===== config.mk =====
export PLATFORM = sky130hd
export DESIGN_NAME = mfje_ctrl
export DESIGN_NICKNAME = d
export VERILOG_FILES = /design/src/hw/rtl/mfje_pkg.sv /design/src/hw/rtl/mfje_ctrl.sv
export SDC_FILE = /design/constraint.sdc
export NUM_CORES = 1
export LEC_CHECK = 0
export BUFFER_PORTS_ARGS = -buffer_cell sky130_fd_sc_hd__buf_2
export CAP_MARGIN = 30
export CORE_AREA = 2 2 41 43
export CTS_CLUSTER_DIAMETER = 60
export DETAILED_ROUTE_END_ITERATION = 10
export DIE_AREA = 0 0 43 45
export HOLD_SLACK_MARGIN = 0.08
export PLACE_DENSITY = 0.68
export RECOVER_POWER = 100
export SYNTH_ARGS = -nofsm -noshare
export SYNTH_HDL_FRONTEND = slang
export SYNTH_SLANG_ARGS = --single-unit

===== constraint.sdc =====
create_clock -name clock -period 1.4 [get_ports clock]
set_clock_uncertainty 0.05 [all_clocks]
set_input_delay 0.28 -clock clock [delete_from_list [all_inputs] [get_ports clock]]
set_output_delay 0.28 -clock clock [all_outputs]
set_load 0.01 [all_outputs]

===== src/hw/rtl/mfje_pkg.sv =====
package mfje_pkg;

   localparam int FRAC_BITS   = 16;
   localparam int RATIO_SHIFT = 16;
   localparam int NAXES       = 4;
   localparam int NMAP        = 2 * NAXES;
   localparam int MIN_DT_US   = 100;
   localparam int DIV_W       = 56;
   localparam int DEN_W       = 33;
   localparam int CNT_W       = $clog2(DIV_W + 1);
   localparam int QW          = 49;
   localparam int SAT_W       = 50;

   localparam logic [31:0]        RATIO_ONE   = 32'(1 << RATIO_SHIFT);
   localparam logic signed [31:0] VEL_LIMIT   = 32'(80 * (1 << FRAC_BITS));
   localparam logic signed [20:0] US_PER_S    = 21'sd1000000;
   localparam logic [31:0]        DECAY_BIAS  = 32'd19;
   localparam logic [31:0]        DECAY_MAGIC = 32'hCCCCCCCD;

   typedef enum logic [2:0] {
      CSR_GEAR_A,
      CSR_GEAR_B,
      CSR_GEAR_C,
      CSR_GEAR_D,
      CSR_PERIOD
   } csr_index_type;

   typedef enum logic [2:0] {
      OP_NONE,
      OP_LOAD,
      OP_AX_PREP,
      OP_DIV_START,
      OP_AX_WB,
      OP_MAP_PREP,
      OP_MAP_WB,
      OP_OUT
   } op_type;

   typedef enum logic [3:0] {
      ST_IDLE,
      ST_AX_PREP,
      ST_AX_DIV,
      ST_AX_WAIT,
      ST_AX_WB,
      ST_MAP_PREP,
      ST_MAP_DIV,
      ST_MAP_WAIT,
      ST_MAP_WB,
      ST_OUT
   } state_type;

   typedef struct packed {
      op_type     op;
      logic [2:0] idx;
   } cmd_type;

   typedef struct packed {
      logic need_div;
      logic div_done;
   } sts_type;

   typedef struct packed {
      logic signed [31:0] motor_pos_0;
      logic signed [31:0] motor_pos_1;
      logic signed [31:0] motor_pos_2;
      logic signed [31:0] motor_pos_3;
      logic signed [31:0] motor_vel_0;
      logic signed [31:0] motor_vel_1;
      logic signed [31:0] motor_vel_2;
      logic signed [31:0] motor_vel_3;
      logic [3:0]         pos_valid_mask;
      logic [3:0]         vel_valid_mask;
      logic [31:0]        time_us;
   } req_payload_type;

   typedef struct packed {
      logic signed [31:0] joint_pos_0;
      logic signed [31:0] joint_pos_1;
      logic signed [31:0] joint_pos_2;
      logic signed [31:0] joint_pos_3;
      logic signed [31:0] joint_vel_0;
      logic signed [31:0] joint_vel_1;
      logic signed [31:0] joint_vel_2;
      logic signed [31:0] joint_vel_3;
      logic               all_pos_valid;
   } rsp_payload_type;

   function automatic logic signed [31:0] sat_q(input logic signed [SAT_W-1:0] v);
      logic fits;
      fits = (&v[SAT_W-1:31]) || !(|v[SAT_W-1:31]);
      if (fits) begin
         return v[31:0];
      end else if (v[SAT_W-1]) begin
         return 32'sh80000000;
      end else begin
         return 32'sh7FFFFFFF;
      end
   endfunction

   function automatic logic signed [SAT_W-1:0] half_tz(input logic signed [SAT_W-1:0] v);
      logic signed [SAT_W-1:0] t;
      t = v + SAT_W'({1'b0, v[SAT_W-1]});
      return t >>> 1;
   endfunction

endpackage


===== src/hw/rtl/mfje_ctrl.sv =====
module mfje_ctrl (
   input  logic              clock,
   input  logic              reset,
   input  logic              req_valid,
   output logic              req_ready,
   output logic              rsp_valid,
   input  logic              rsp_ready,
   input  mfje_pkg::sts_type sts,
   output mfje_pkg::cmd_type cmd
);
   import mfje_pkg::*;

   state_type  state_ff, state_in;
   logic [2:0] idx_ff, idx_in;
   logic       rsp_valid_ff, rsp_valid_in;

   always_ff @(posedge clock) begin
      if (reset) begin
         state_ff     <= ST_IDLE;
         idx_ff       <= '0;
         rsp_valid_ff <= 1'b0;
      end else begin
         state_ff     <= state_in;
         idx_ff       <= idx_in;
         rsp_valid_ff <= rsp_valid_in;
      end
   end

   always_comb begin
      state_in     = state_ff;
      idx_in       = idx_ff;
      rsp_valid_in = rsp_valid_ff && !rsp_ready;
      req_ready    = 1'b0;
      cmd.op       = OP_NONE;
      cmd.idx      = idx_ff;
      unique case (state_ff)
         ST_IDLE: begin
            req_ready = 1'b1;
            if (req_valid) begin
               cmd.op   = OP_LOAD;
               idx_in   = '0;
               state_in = ST_AX_PREP;
            end
         end
         ST_AX_PREP: begin
            cmd.op   = OP_AX_PREP;
            state_in = sts.need_div ? ST_AX_DIV : ST_AX_WB;
         end
         ST_AX_DIV: begin
            cmd.op   = OP_DIV_START;
            state_in = ST_AX_WAIT;
         end
         ST_AX_WAIT: begin
            if (sts.div_done) begin
               state_in = ST_AX_WB;
            end
         end
         ST_AX_WB: begin
            cmd.op = OP_AX_WB;
            if (idx_ff == 3'(NAXES - 1)) begin
               idx_in   = '0;
               state_in = ST_MAP_PREP;
            end else begin
               idx_in   = idx_ff + 1'b1;
               state_in = ST_AX_PREP;
            end
         end
         ST_MAP_PREP: begin
            cmd.op   = OP_MAP_PREP;
            state_in = ST_MAP_DIV;
         end
         ST_MAP_DIV: begin
            cmd.op   = OP_DIV_START;
            state_in = ST_MAP_WAIT;
         end
         ST_MAP_WAIT: begin
            if (sts.div_done) begin
               state_in = ST_MAP_WB;
            end
         end
         ST_MAP_WB: begin
            cmd.op = OP_MAP_WB;
            if (idx_ff == 3'(NMAP - 1)) begin
               state_in = ST_OUT;
            end else begin
               idx_in   = idx_ff + 1'b1;
               state_in = ST_MAP_PREP;
            end
         end
         ST_OUT: begin
            if (!rsp_valid_ff || rsp_ready) begin
               cmd.op       = OP_OUT;
               rsp_valid_in = 1'b1;
               state_in     = ST_IDLE;
            end
         end
         default: begin
            state_in = ST_IDLE;
         end
      endcase
   end

   assign rsp_valid = rsp_valid_ff;

endmodule


==> implementation parameters, run 1 <==
Parameter                              Value

Global route
  Overall routing resource usage ... 0.210
  Overflow left after global routing ... 0
  Largest net degree at the start of global routing ... 10
  Wire length of the first global-routing pass ... 2990 um
  Vias in the first global route ... 712
  Number of antenna violations at the first check in global routing ... 0

Setup path
  Kind of end point of the critical path ... output port
  CP cell instances ... or2_4 > a31oi_1 > mux2_4 > buf_6
  Maximum fanout count along the critical path ... 5
  Flop2flop setup slack ... -10 ps
  Start-to-end type of the worst setup path ... reg -> out
  Kind of start point of the critical path ... flop
  FF-to-FF path depth ... 6
  Worst flop-to-flop path startpoint ... state_ff[1]$_SDFFE_PP0P_
  Delay of the slowest cell on the worst path ... 360 ps
  Endpoint of the most critical register-to-register path ... state_ff[2]$_SDFFE_PP0P_
  Critical-path top delay cell ... sky130_fd_sc_hd__dfxtp_4
  Required time at the endpoint of the critical path ... 1070 ps
  Startpoint of the most critical setup path ... state_ff[1]$_SDFFE_PP0P_
  Critical path data arrival time ... 1290 ps

Die
  Chip width ... 43 um
  DIE AREA ... 1940 um^2
  Die height ... 45 um
  Initial cell density of the core ... 0.433
  Number of primary I/O pins ... 14
  Core outline area ... 1470 um^2
  Row cnt ... 14

Pwr
  Power density normalized to cell area ... 742 nW/um^2
  Worst ir drop on vdd ... 0.460 mV
  Leakage power ... 0.455 nW

Logic synthesis
  Synth Area per Inst ... 7.67 um^2
  Share of synthesized area occupied by flip-flops and latches ... 0.251
  Library cell with the largest summed area after synthesis ... sky130_fd_sc_hd__dfxtp_1
  Total nets after synthesis ... 93
  Cell count after synthesis ... 83
  Main area contributors after synthesis ... sky130_fd_sc_hd__dfxtp_1, sky130_fd_sc_hd__ha_1, sky130_fd_sc_hd__a21oi_1
  Top cell type's share of synthesized area ... 0.251
  Area of the mapped netlist ... 637 um^2
  Synth cell types ... 35
  Yosys warns ... 0
  Seq cells post-synth ... 8

Outcome
  Failing checks ... setup timing
  Outcome ... complete, but fails checks

STA
  Final Hold Fails ... 0
  Maximum operating frequency ... 619 MHz
  Final count of negative-setup-slack endpoints ... 5
  Final Critical Period ... 1620 ps
  Worst Tran Pin Value ... 247 ps
  Unrepaired setup endpoints after global routing ... yes
  Ratio of final minimum period to clock period ... 1.15
  Headroom to the max-slew limit ... 0.832
  Final max-slew violation count ... 0
  Slack of the critical path ... -215 ps

Clock tree
  TritonCTS buffer count ... 3
  Clock transition at the registers of the reported paths ... 60 ps
  Number of buffers between clock root and the deepest sink ... 2
  Clock tree from TritonCTS ... yes
  Total of hold buffers inserted after clock tree synthesis ... 0
  Total number of clock tree sinks ... 8
  Count of H-tree levels built during CTS ... 1
  CTS Root Buffer Type ... sky130_fd_sc_hd__clkbuf_4
  Clock latency on the worst-skew pair ... 270 ps

Route
  Number of DRC violations after detailed-routing iteration 0 ... 11
  Final antenna-violating net count ... 0
  Post-route DRC ... 0
  DR WL/cell ... 15.0 um
  Routed WL ... 2020 um
  Vias/cell ... 5.68
  Total via count in the routed design ... 767
  Detailed Routing Iterations Pass 1 ... 4

Cells and area
  Count of nets after finishing ... 131
  Non-Filler Cell Area, Final ... 1070 um^2
  Layout cell share with drive strength beyond 1 ... 0.580
  N_diodes ... 0
  Number of filler instances in the final layout ... 100
  Commonest non-fill, non-tap cell in the layout ... sky130_fd_sc_hd__buf_4
  Area Growth Syn to Fin ... 67.4%
  Final core utilization ... 0.724
  Commonest non-fill, non-tap cells in the layout ... sky130_fd_sc_hd__buf_4, sky130_fd_sc_hd__buf_2, sky130_fd_sc_hd__buf_6

Worst hold path
  End of the worst hold path ... idx_ff[0]$_SDFFE_PP0P_
  Hold depth ... 2
  Class of the tightest hold or removal check ... in -> reg
  Min-Delay Startpoint ... reset

Run
  Max Cap Viol ... 0

Place
  Place WS ... -46.5 ps
  Cell area after placement ... 831 um^2
  DP HPWL ... 1290 um
  Buffers added on ports ... 13
  Final estimated routing congestion in global placement ... 0.806
kinds of logic after synthesis:
logic type | share of synthesized area
AND/OR/NAND/NOR | 0.301
AO/OA/AOI/OAI | 0.251
buffers and inverters | 0.0864
flip-flops | 0.251
adder cells (fa/ha/maj) | 0.0786
XOR/XNOR | 0.0138
multiplexers | 0.0177
power breakdown:
part	switching (mW)	internal, mW	total (mW)	leakage, nW
Clock	0.0934	0.0991	0.192	0.0138
Sequential	0.0130	0.237	0.250	0.0690
Combinational	0.158	0.191	0.349	0.372
synthesized netlist by cell type, drive strengths merged:
cell,instances
nor2b,7
mux2,1
xor2,1
buf,6
dfxtp,8
a21oi,9
o2bb2ai,1
nand4b,1
o21ai,4
nor3,3
a31oi,2
nand3,2
or2b,1
o32ai,1
nor3b,1
nor4,1
o311ai,1
o311a,1
o32a,1
o21a,2
or2,1
nor2,7
nand4,1
o22ai,2
inv,3
nand2,8
nand2b,2
ha,4
a32oi,1
how the worst max path moves through the flow:
stage	end	slack, ps	depth (start not counted)
after floorplan	cmd[4]	3	4
after global placement	cmd[3]	-10	4
after detailed placement	cmd[3]	-50	4
after CTS	cmd[4]	-210	4
after global routing	cmd[4]	-280	4
final	cmd[4]	-220	4
registers in the layout (all words and copies together), names as in the netlist:
signal,cells
state_ff,4
idx_ff,3
rsp_valid,1
cell type report:
cell class | count | area [um^2] | share of cell area
Multi-Input combinational cell | 66 | 543 | 0.509
Timing Repair Buffer | 39 | 293 | 0.275
Sequential cell | 8 | 176 | 0.165
Clock buffer | 3 | 22.5 | 0.0211
Tap cell | 16 | 20.0 | 0.0188
Inverter | 3 | 11.3 | 0.0106
worst max-delay path: cells and delay by family (launching register included):
family	cells	cell delay, ps
AOI/OAI and AO/OA	1	140
and+or+nand+nor	1	260
DFF	1	360
muxes	1	170
buffers and inverters	1	90
metrics by stage:
stage	setup TNS, ps	instances	hold WS, ps	total power [mW]
2_1_floorplan	0	83	397	0.408
3_3_place_gp	-17.2	125	408	0.497
3_5_place_dp	-114	125	425	0.502
4_1_cts	-654	133	228	0.762
5_1_grt	-1010	135	229	0.836
6_report	-669	135	239	0.791
what timing repair did:
| action | in CTS | in global routing |
|---|---|---|
| pin swaps | 8 | 6 |
| gates resized for setup | 30 | 10 |
| endpoints found under the setup margin | 8 | 10 |
| buffers inserted | 5 | 2 |
routing by layer:
| layer | vias up | GRT usage | part of all wire |
|---|---|---|---|
| met3 | 6 | 0.0400 | 0.051 |
| met1 | 370 | 0.235 | 0.42 |
| met4 | 0 | 0.109 | 0.017 |
| met5 | - | 0 | 0 |
| met2 | 19 | 0.379 | 0.51 |
| li1 | 372 | - | - |
(Power assumes the default switching activity.)
==> run 2, diff against run 1 <==
Settings changed: CELL_PAD_IN_SITES_DETAIL_PLACEMENT set to 1, CELL_PAD_IN_SITES_GLOBAL_PLACEMENT set to 2, CORE_AREA 2 2 41 43 to 2 2 53 55, DIE_AREA 0 0 43 45 to 0 0 55 57, PLACE_DENSITY 0.68 to unset, PLACE_DENSITY_LB_ADDON set to 0.1.
==> implementation parameters, run 2 (same netlist as run 1, synthesis figures left out) <==
Parameter                              Value

Cells and area
  Area of the multi-input gates ... 569 um^2 (+4.8%)
  Number of filler instances in the final layout ... 325 (+230%)
  Top register by number of flip-flops ... state_ff
  Layout cell share with drive strength beyond 1 ... 0.558 (-0.0215)
  N_diodes ... 0 (unchanged)
  Count of nets after finishing ... 132 (+0.76%)
  Sequential standard cell area ... 174 um^2 (-1.4%)
  Non-Filler Cell Area, Final ... 1110 um^2 (+3.8%)
  Commonest non-fill, non-tap cell in the layout ... sky130_fd_sc_hd__buf_4
  Area Growth Syn to Fin ... 73.7%
  Max FFs per register ... 4 (unchanged)
  Commonest non-fill, non-tap cells in the layout ... sky130_fd_sc_hd__buf_4, sky130_fd_sc_hd__buf_2, sky130_fd_sc_hd__a21oi_1

Route
  Number of DRC violations after detailed-routing iteration 0 ... 7 (-4)
  Final antenna-violating net count ... 0 (unchanged)
  Post-route DRC ... 0 (unchanged)
  Vias/cell ... 5.03 (-11%)
  DR WL/cell ... 15.4 um (+3.0%)
  Total via count in the routed design ... 760 (-0.91%)
  Detailed Routing Iterations Pass 1 ... 4 (unchanged)
  Routed WL ... 2330 um (+15%)

Setup path
  Maximum fanout count along the critical path ... 4 (-1)
  Required time at the endpoint of the critical path ... 1070 ps (about the same)
  Kind of end point of the critical path ... output port
  Critical path data arrival time ... 1270 ps (-20 ps)
  Kind of start point of the critical path ... flop
  Start-to-end type of the worst setup path ... reg -> out

Pwr
  Sequential power share ... 0.333 (+0.017)
  Switching power ... 0.251 mW (-5.3%)
  Fraction of power spent switching nets ... 0.329 (-0.00517)
  Total Power ... 0.761 mW (-3.8%)
  Leakage power ... 0.443 nW (-2.6%)
  Internal Dissipation ... 0.510 mW (-3.0%)
  Clk pwr share ... 0.235 (-0.008)
  Worst ir drop on vdd ... 0.450 mV (-2.2%)
  Power density normalized to cell area ... 688 nW/um^2 (-7.2%)
  Combinational share of power ... 0.432 (-0.009)

STA
  Slack of the critical path ... -195 ps (+20.0 ps)
  Final count of negative-setup-slack endpoints ... 9 (+4)
  Unrepaired setup endpoints after global routing ... yes
  Final Hold Fails ... 0 (unchanged)
  Worst Tran Pin Value ... 250 ps (+2.74 ps)
  Headroom to the max-slew limit ... 0.832 (about the same)
  Total negative slack for setup checks ... -809 ps (-139 ps)
  Final Critical Period ... 1600 ps (-20.0 ps)
  Maximum operating frequency ... 627 MHz (+1.3%)
  Ratio of final minimum period to clock period ... 1.14 (-0.0143)
  Final max-slew violation count ... 0 (unchanged)

Place
  DP HPWL ... 1700 um (+32%)
  Place WS ... -59.1 ps (-12.5 ps)
  Cell area after placement ... 880 um^2 (+5.9%)
  Final estimated routing congestion in global placement ... 0.774 (-3.9%)
  Buffers added on ports ... 13 (unchanged)

Outcome
  Failing checks ... setup timing
  Outcome ... complete, but fails checks

Global route
  Overall routing resource usage ... 0.162 (-0.0472)
  Vias in the first global route ... 786 (+10%)
  Number of antenna violations at the first check in global routing ... 0 (unchanged)
  Wire length of the first global-routing pass ... 3710 um (+24%)
  Largest net degree at the start of global routing ... 10 (unchanged)
  Overflow left after global routing ... 0 (unchanged)

Worst hold path
  Class of the tightest hold or removal check ... in -> reg

Die
  Number of primary I/O pins ... 14 (unchanged)
  Die height ... 57 um (+27%)
  Core outline area ... 2620 um^2 (+78%)
  DIE AREA ... 3140 um^2 (+62%)
  Row cnt ... 19 (+5)
  Initial cell density of the core ... 0.244 (-0.189)
  Chip width ... 55 um (+28%)

Clock tree
  Number of buffers between clock root and the deepest sink ... 2 (unchanged)
  Clock latency on the worst-skew pair ... 250 ps (-20 ps)
  Clock tree from TritonCTS ... yes
  CTS Root Buffer Type ... sky130_fd_sc_hd__clkbuf_4
  TritonCTS buffer count ... 3 (unchanged)
  Clock transition at the registers of the reported paths ... 60 ps (about the same)
  Count of H-tree levels built during CTS ... 1 (unchanged)
  Total number of clock tree sinks ... 8 (unchanged)

Run
  Max Cap Viol ... 0 (unchanged)
run 2: final timing paths:
path / start / endpoint / slack (ps) / depth (start not counted)
worst max-delay path: state_ff[0]$_SDFFE_PP0P_ / cmd[4] / -200 / 4
worst min-delay path: reset / idx_ff[1]$_SDFFE_PP0P_ / 260 / 2
worst max register to register: idx_ff[0]$_SDFFE_PP0P_ / idx_ff[1]$_SDFFE_PP0P_ / -80 / 6
worst min register to register: idx_ff[2]$_SDFFE_PP0P_ / idx_ff[2]$_SDFFE_PP0P_ / 500 / 2
run 2: through the flow:
| stage | std cells | hold slack, ps | util |
|---|---|---|---|
| after floorplan | 83 | 397 | - |
| after global placement | 144 | 449 | 0.336 |
| after detailed placement | 144 | 472 | 0.336 |
| after CTS | 148 | 238 | 0.389 |
| after global routing | 151 | 269 | 0.423 |
| final | 151 | 264 | 0.423 |
run 2: power groups by stage:
stage	logic (mW)	registers, mW	clock network, mW
final	0.329	0.253	0.179
after global placement	0.264	0.255	0
after global routing	0.357	0.255	0.207
after detailed placement	0.265	0.257	0
after CTS	0.308	0.254	0.188
after floorplan	0.153	0.255	0
run 2: what timing repair did:
action | in CTS | in global routing
gates resized for setup | 25 | 16
buffers inserted | 2 | 3
pin swaps | 11 | 9
endpoints found under the setup margin | 9 | 9
hold buffers | 0 | 0
run 2: cell type report:
type,instances,area share
multi-input combinational,66,0.515
timing repair buffer,40,0.262
sequential,8,0.157
tap,31,0.0351
clock buffer,3,0.0204
inverter,3,0.0102
run 2: per-layer routing:
metal / vias to the layer above / part of all wire / global-route usage
li1: 373 / - / -
met1: 371 / 0.48 / 0.239
met2: 12 / 0.48 / 0.241
met3: 4 / 0.020 / 0.0236
met4: 0 / 0.016 / 0.0523
met5: - / 0 / 0
run 2: critical path: stages (launching register included):
cell	delay (ps)
sky130_fd_sc_hd__dfxtp_4	360
sky130_fd_sc_hd__buf_6	130
sky130_fd_sc_hd__nor2_4	100
sky130_fd_sc_hd__mux2_4	310
sky130_fd_sc_hd__buf_6	120
==> run 3, diff against run 2 <==
--- a/config.mk
+++ b/config.mk
@@ -11,5 +11,5 @@
 export CELL_PAD_IN_SITES_GLOBAL_PLACEMENT = 2
 export CORE_AREA = 2 2 53 55
-export CTS_CLUSTER_DIAMETER = 60
+export CTS_CLUSTER_DIAMETER = 100
 export DETAILED_ROUTE_END_ITERATION = 10
 export DIE_AREA = 0 0 55 57
==> constraint.sdc (replaced) <==
create_clock -name clock -period 1.4 [get_ports clock]
set_clock_uncertainty 0.05 [all_clocks]
set_input_delay 0.14 -clock clock [delete_from_list [all_inputs] [get_ports clock]]
set_output_delay 0.14 -clock clock [all_outputs]
set_load 0.01 [all_outputs]
==> implementation parameters, run 3 (same netlist as run 1, synthesis figures left out) <==
Parameter                              Value

Outcome
  Outcome ... complete, but fails checks
  Failing checks ... setup timing

Route
  Number of DRC violations after detailed-routing iteration 0 ... 4 (-3)
  Final antenna-violating net count ... 0 (unchanged)
  Post-route DRC ... 0 (unchanged)
  Total via count in the routed design ... 726 (-4.5%)
  Vias/cell ... 4.84 (-3.8%)
  Routed WL ... 2210 um (-5.4%)
  Detailed Routing Iterations Pass 1 ... 4 (unchanged)
  DR WL/cell ... 14.7 um (-4.7%)

Pwr
  Total Power ... 0.769 mW (+1.0%)
  Worst ir drop on vdd ... 0.404 mV (-10%)
  Power density normalized to cell area ... 690 nW/um^2 (+0.33%)
  Leakage power ... 0.444 nW (+0.14%)

Setup path
  Kind of end point of the critical path ... output port
  FF-to-FF path depth ... 6 (unchanged)
  Start-to-end type of the worst setup path ... reg -> out
  Endpoint of the most critical register-to-register path ... idx_ff[0]$_SDFFE_PP0P_
  Critical path data arrival time ... 1260 ps (about the same)
  Kind of start point of the critical path ... flop
  Startpoint of the most critical setup path ... state_ff[1]$_SDFFE_PP0P_
  Worst flop-to-flop path startpoint ... state_ff[1]$_SDFFE_PP0P_
  Required time at the endpoint of the critical path ... 1210 ps (+140 ps)
  Flop2flop setup slack ... -10 ps (+70 ps)
  Maximum fanout count along the critical path ... 6 (+2)

Cells and area
  Max FFs per register ... 4 (unchanged)
  Area of the multi-input gates ... 587 um^2 (+3.1%)
  Number of filler instances in the final layout ... 317 (-2.5%)
  N_diodes ... 0 (unchanged)
  Post-route insts no fill ... 150 (-0.66%)
  Layout cell share with drive strength beyond 1 ... 0.630 (+0.0719)
  Final core utilization ... 0.426 (+0.00287)
  Top register by number of flip-flops ... state_ff
  Area Growth Syn to Fin ... 74.9%
  Count of nets after finishing ... 131 (-0.76%)
  Sequential standard cell area ... 178 um^2 (+2.2%)
  Non-Filler Cell Area, Final ... 1110 um^2 (+0.68%)
  Commonest non-fill, non-tap cell in the layout ... sky130_fd_sc_hd__buf_4
  Commonest non-fill, non-tap cells in the layout ... sky130_fd_sc_hd__buf_4, sky130_fd_sc_hd__buf_2, sky130_fd_sc_hd__a21oi_1

STA
  Final Critical Period ... 1450 ps (-147 ps)
  Slack of the critical path ... -48.8 ps (+147 ps)
  Worst Tran Pin Value ... 296 ps (+46.0 ps)
  Final count of negative-setup-slack endpoints ... 4 (-5)
  Unrepaired setup endpoints after global routing ... yes
  Ratio of final minimum period to clock period ... 1.03 (-0.105)
  Maximum operating frequency ... 690 MHz (+10%)
  Headroom to the max-slew limit ... 0.802 (-0.0303)
  Final max-slew violation count ... 0 (unchanged)
  Final Hold Fails ... 0 (unchanged)
  Worst slack on hold paths ... 119 ps (-145 ps)

Run
  Max Cap Viol ... 0 (unchanged)

Place
  Buffers added on ports ... 13 (unchanged)
  Number of instances in the placed design ... 140 (-2.8%)
  Cell area after placement ... 847 um^2 (-3.7%)
  DP HPWL ... 1490 um (-12%)
  Final estimated routing congestion in global placement ... 0.741 (-4.2%)

Die
  Chip width ... 55 um (unchanged)
  Die height ... 57 um (unchanged)
  Row cnt ... 19 (unchanged)
  Core outline area ... 2620 um^2 (unchanged)
  Initial cell density of the core ... 0.244 (unchanged)
  DIE AREA ... 3140 um^2 (unchanged)
  Number of primary I/O pins ... 14 (unchanged)

Global route
  Number of antenna violations at the first check in global routing ... 0 (unchanged)
  Largest net degree at the start of global routing ... 11 (+1)
  Vias in the first global route ... 716 (-8.9%)
  Overall routing resource usage ... 0.147 (-0.0156)
  Overflow left after global routing ... 0 (unchanged)
  Wire length of the first global-routing pass ... 3350 um (-9.5%)

Clock tree
  Total number of clock tree sinks ... 8 (unchanged)
  Number of buffers between clock root and the deepest sink ... 2 (unchanged)
  CTS Root Buffer Type ... sky130_fd_sc_hd__clkbuf_4
  Clock transition at the registers of the reported paths ... 60 ps (about the same)
  Count of H-tree levels built during CTS ... 1 (unchanged)
  Total of hold buffers inserted after clock tree synthesis ... 0 (unchanged)
  Clock tree from TritonCTS ... yes
  Clock latency on the worst-skew pair ... 250 ps (about the same)
  TritonCTS buffer count ... 3 (unchanged)

Worst hold path
  Min-Delay Startpoint ... reset
  End of the worst hold path ... idx_ff[2]$_SDFFE_PP0P_
  Class of the tightest hold or removal check ... in -> reg
  Hold depth ... 2 (unchanged)
## run 3: layer usage
metal / share of wire / global-route usage / vias up
met5: 0 / 0 / -
met1: 0.49 / 0.214 / 343
met2: 0.48 / 0.221 / 10
li1: - / - / 371
met4: 0.0063 / 0.0523 / 0
met3: 0.021 / 0.0157 / 2
## run 3: metrics by stage
stage / worst slack, ps / setup TNS (ps)
finish: -48.8 / -77.8
detailed placement: -51.4 / -103
global route: -110 / -555
CTS: -65.1 / -181
global placement: -22.1 / -38.0
floorplan: 12.2 / 0
## run 3: how the worst max path moves through the flow
stage                                         to  slack (ps)  depth (start not counted)
final                                     cmd[4]         -50                          4
after global routing                      cmd[4]        -110                          4
after CTS                                 cmd[4]         -70                          4
after detailed placement  idx_ff[1]$_SDFFE_PP0P_         -50                          6
after global placement    idx_ff[1]$_SDFFE_PP0P_         -20                          6
after floorplan           idx_ff[1]$_SDFFE_PP0P_          10                          6
## run 3: repair_timing
item,4_1_cts,5_1_grt
gates resized for setup,23,23
pin swaps,11,15
endpoints found under the setup margin,9,9
buffers inserted,6,2
## run 3: power by group
part	switching, mW	total, mW	internal (mW)
Clock	0.0808	0.179	0.0983
Sequential	0.0192	0.256	0.237
Combinational	0.155	0.333	0.178
## run 3: final cells by class
| cell class | count | area share |
|---|---|---|
| Multi-Input combinational cell | 66 | 0.527 |
| Sequential cell | 8 | 0.160 |
| Clock buffer | 3 | 0.0202 |
| Timing Repair Buffer | 39 | 0.248 |
| Inverter | 3 | 0.0101 |
| Tap cell | 31 | 0.0348 |
## run 3: critical path, cell delays in order (launching register included)
cell and delay (ps):
sky130_fd_sc_hd__dfxtp_4 370, sky130_fd_sc_hd__or2_4 250, sky130_fd_sc_hd__a31oi_1 140, sky130_fd_sc_hd__mux2_4 170, sky130_fd_sc_hd__buf_6 90
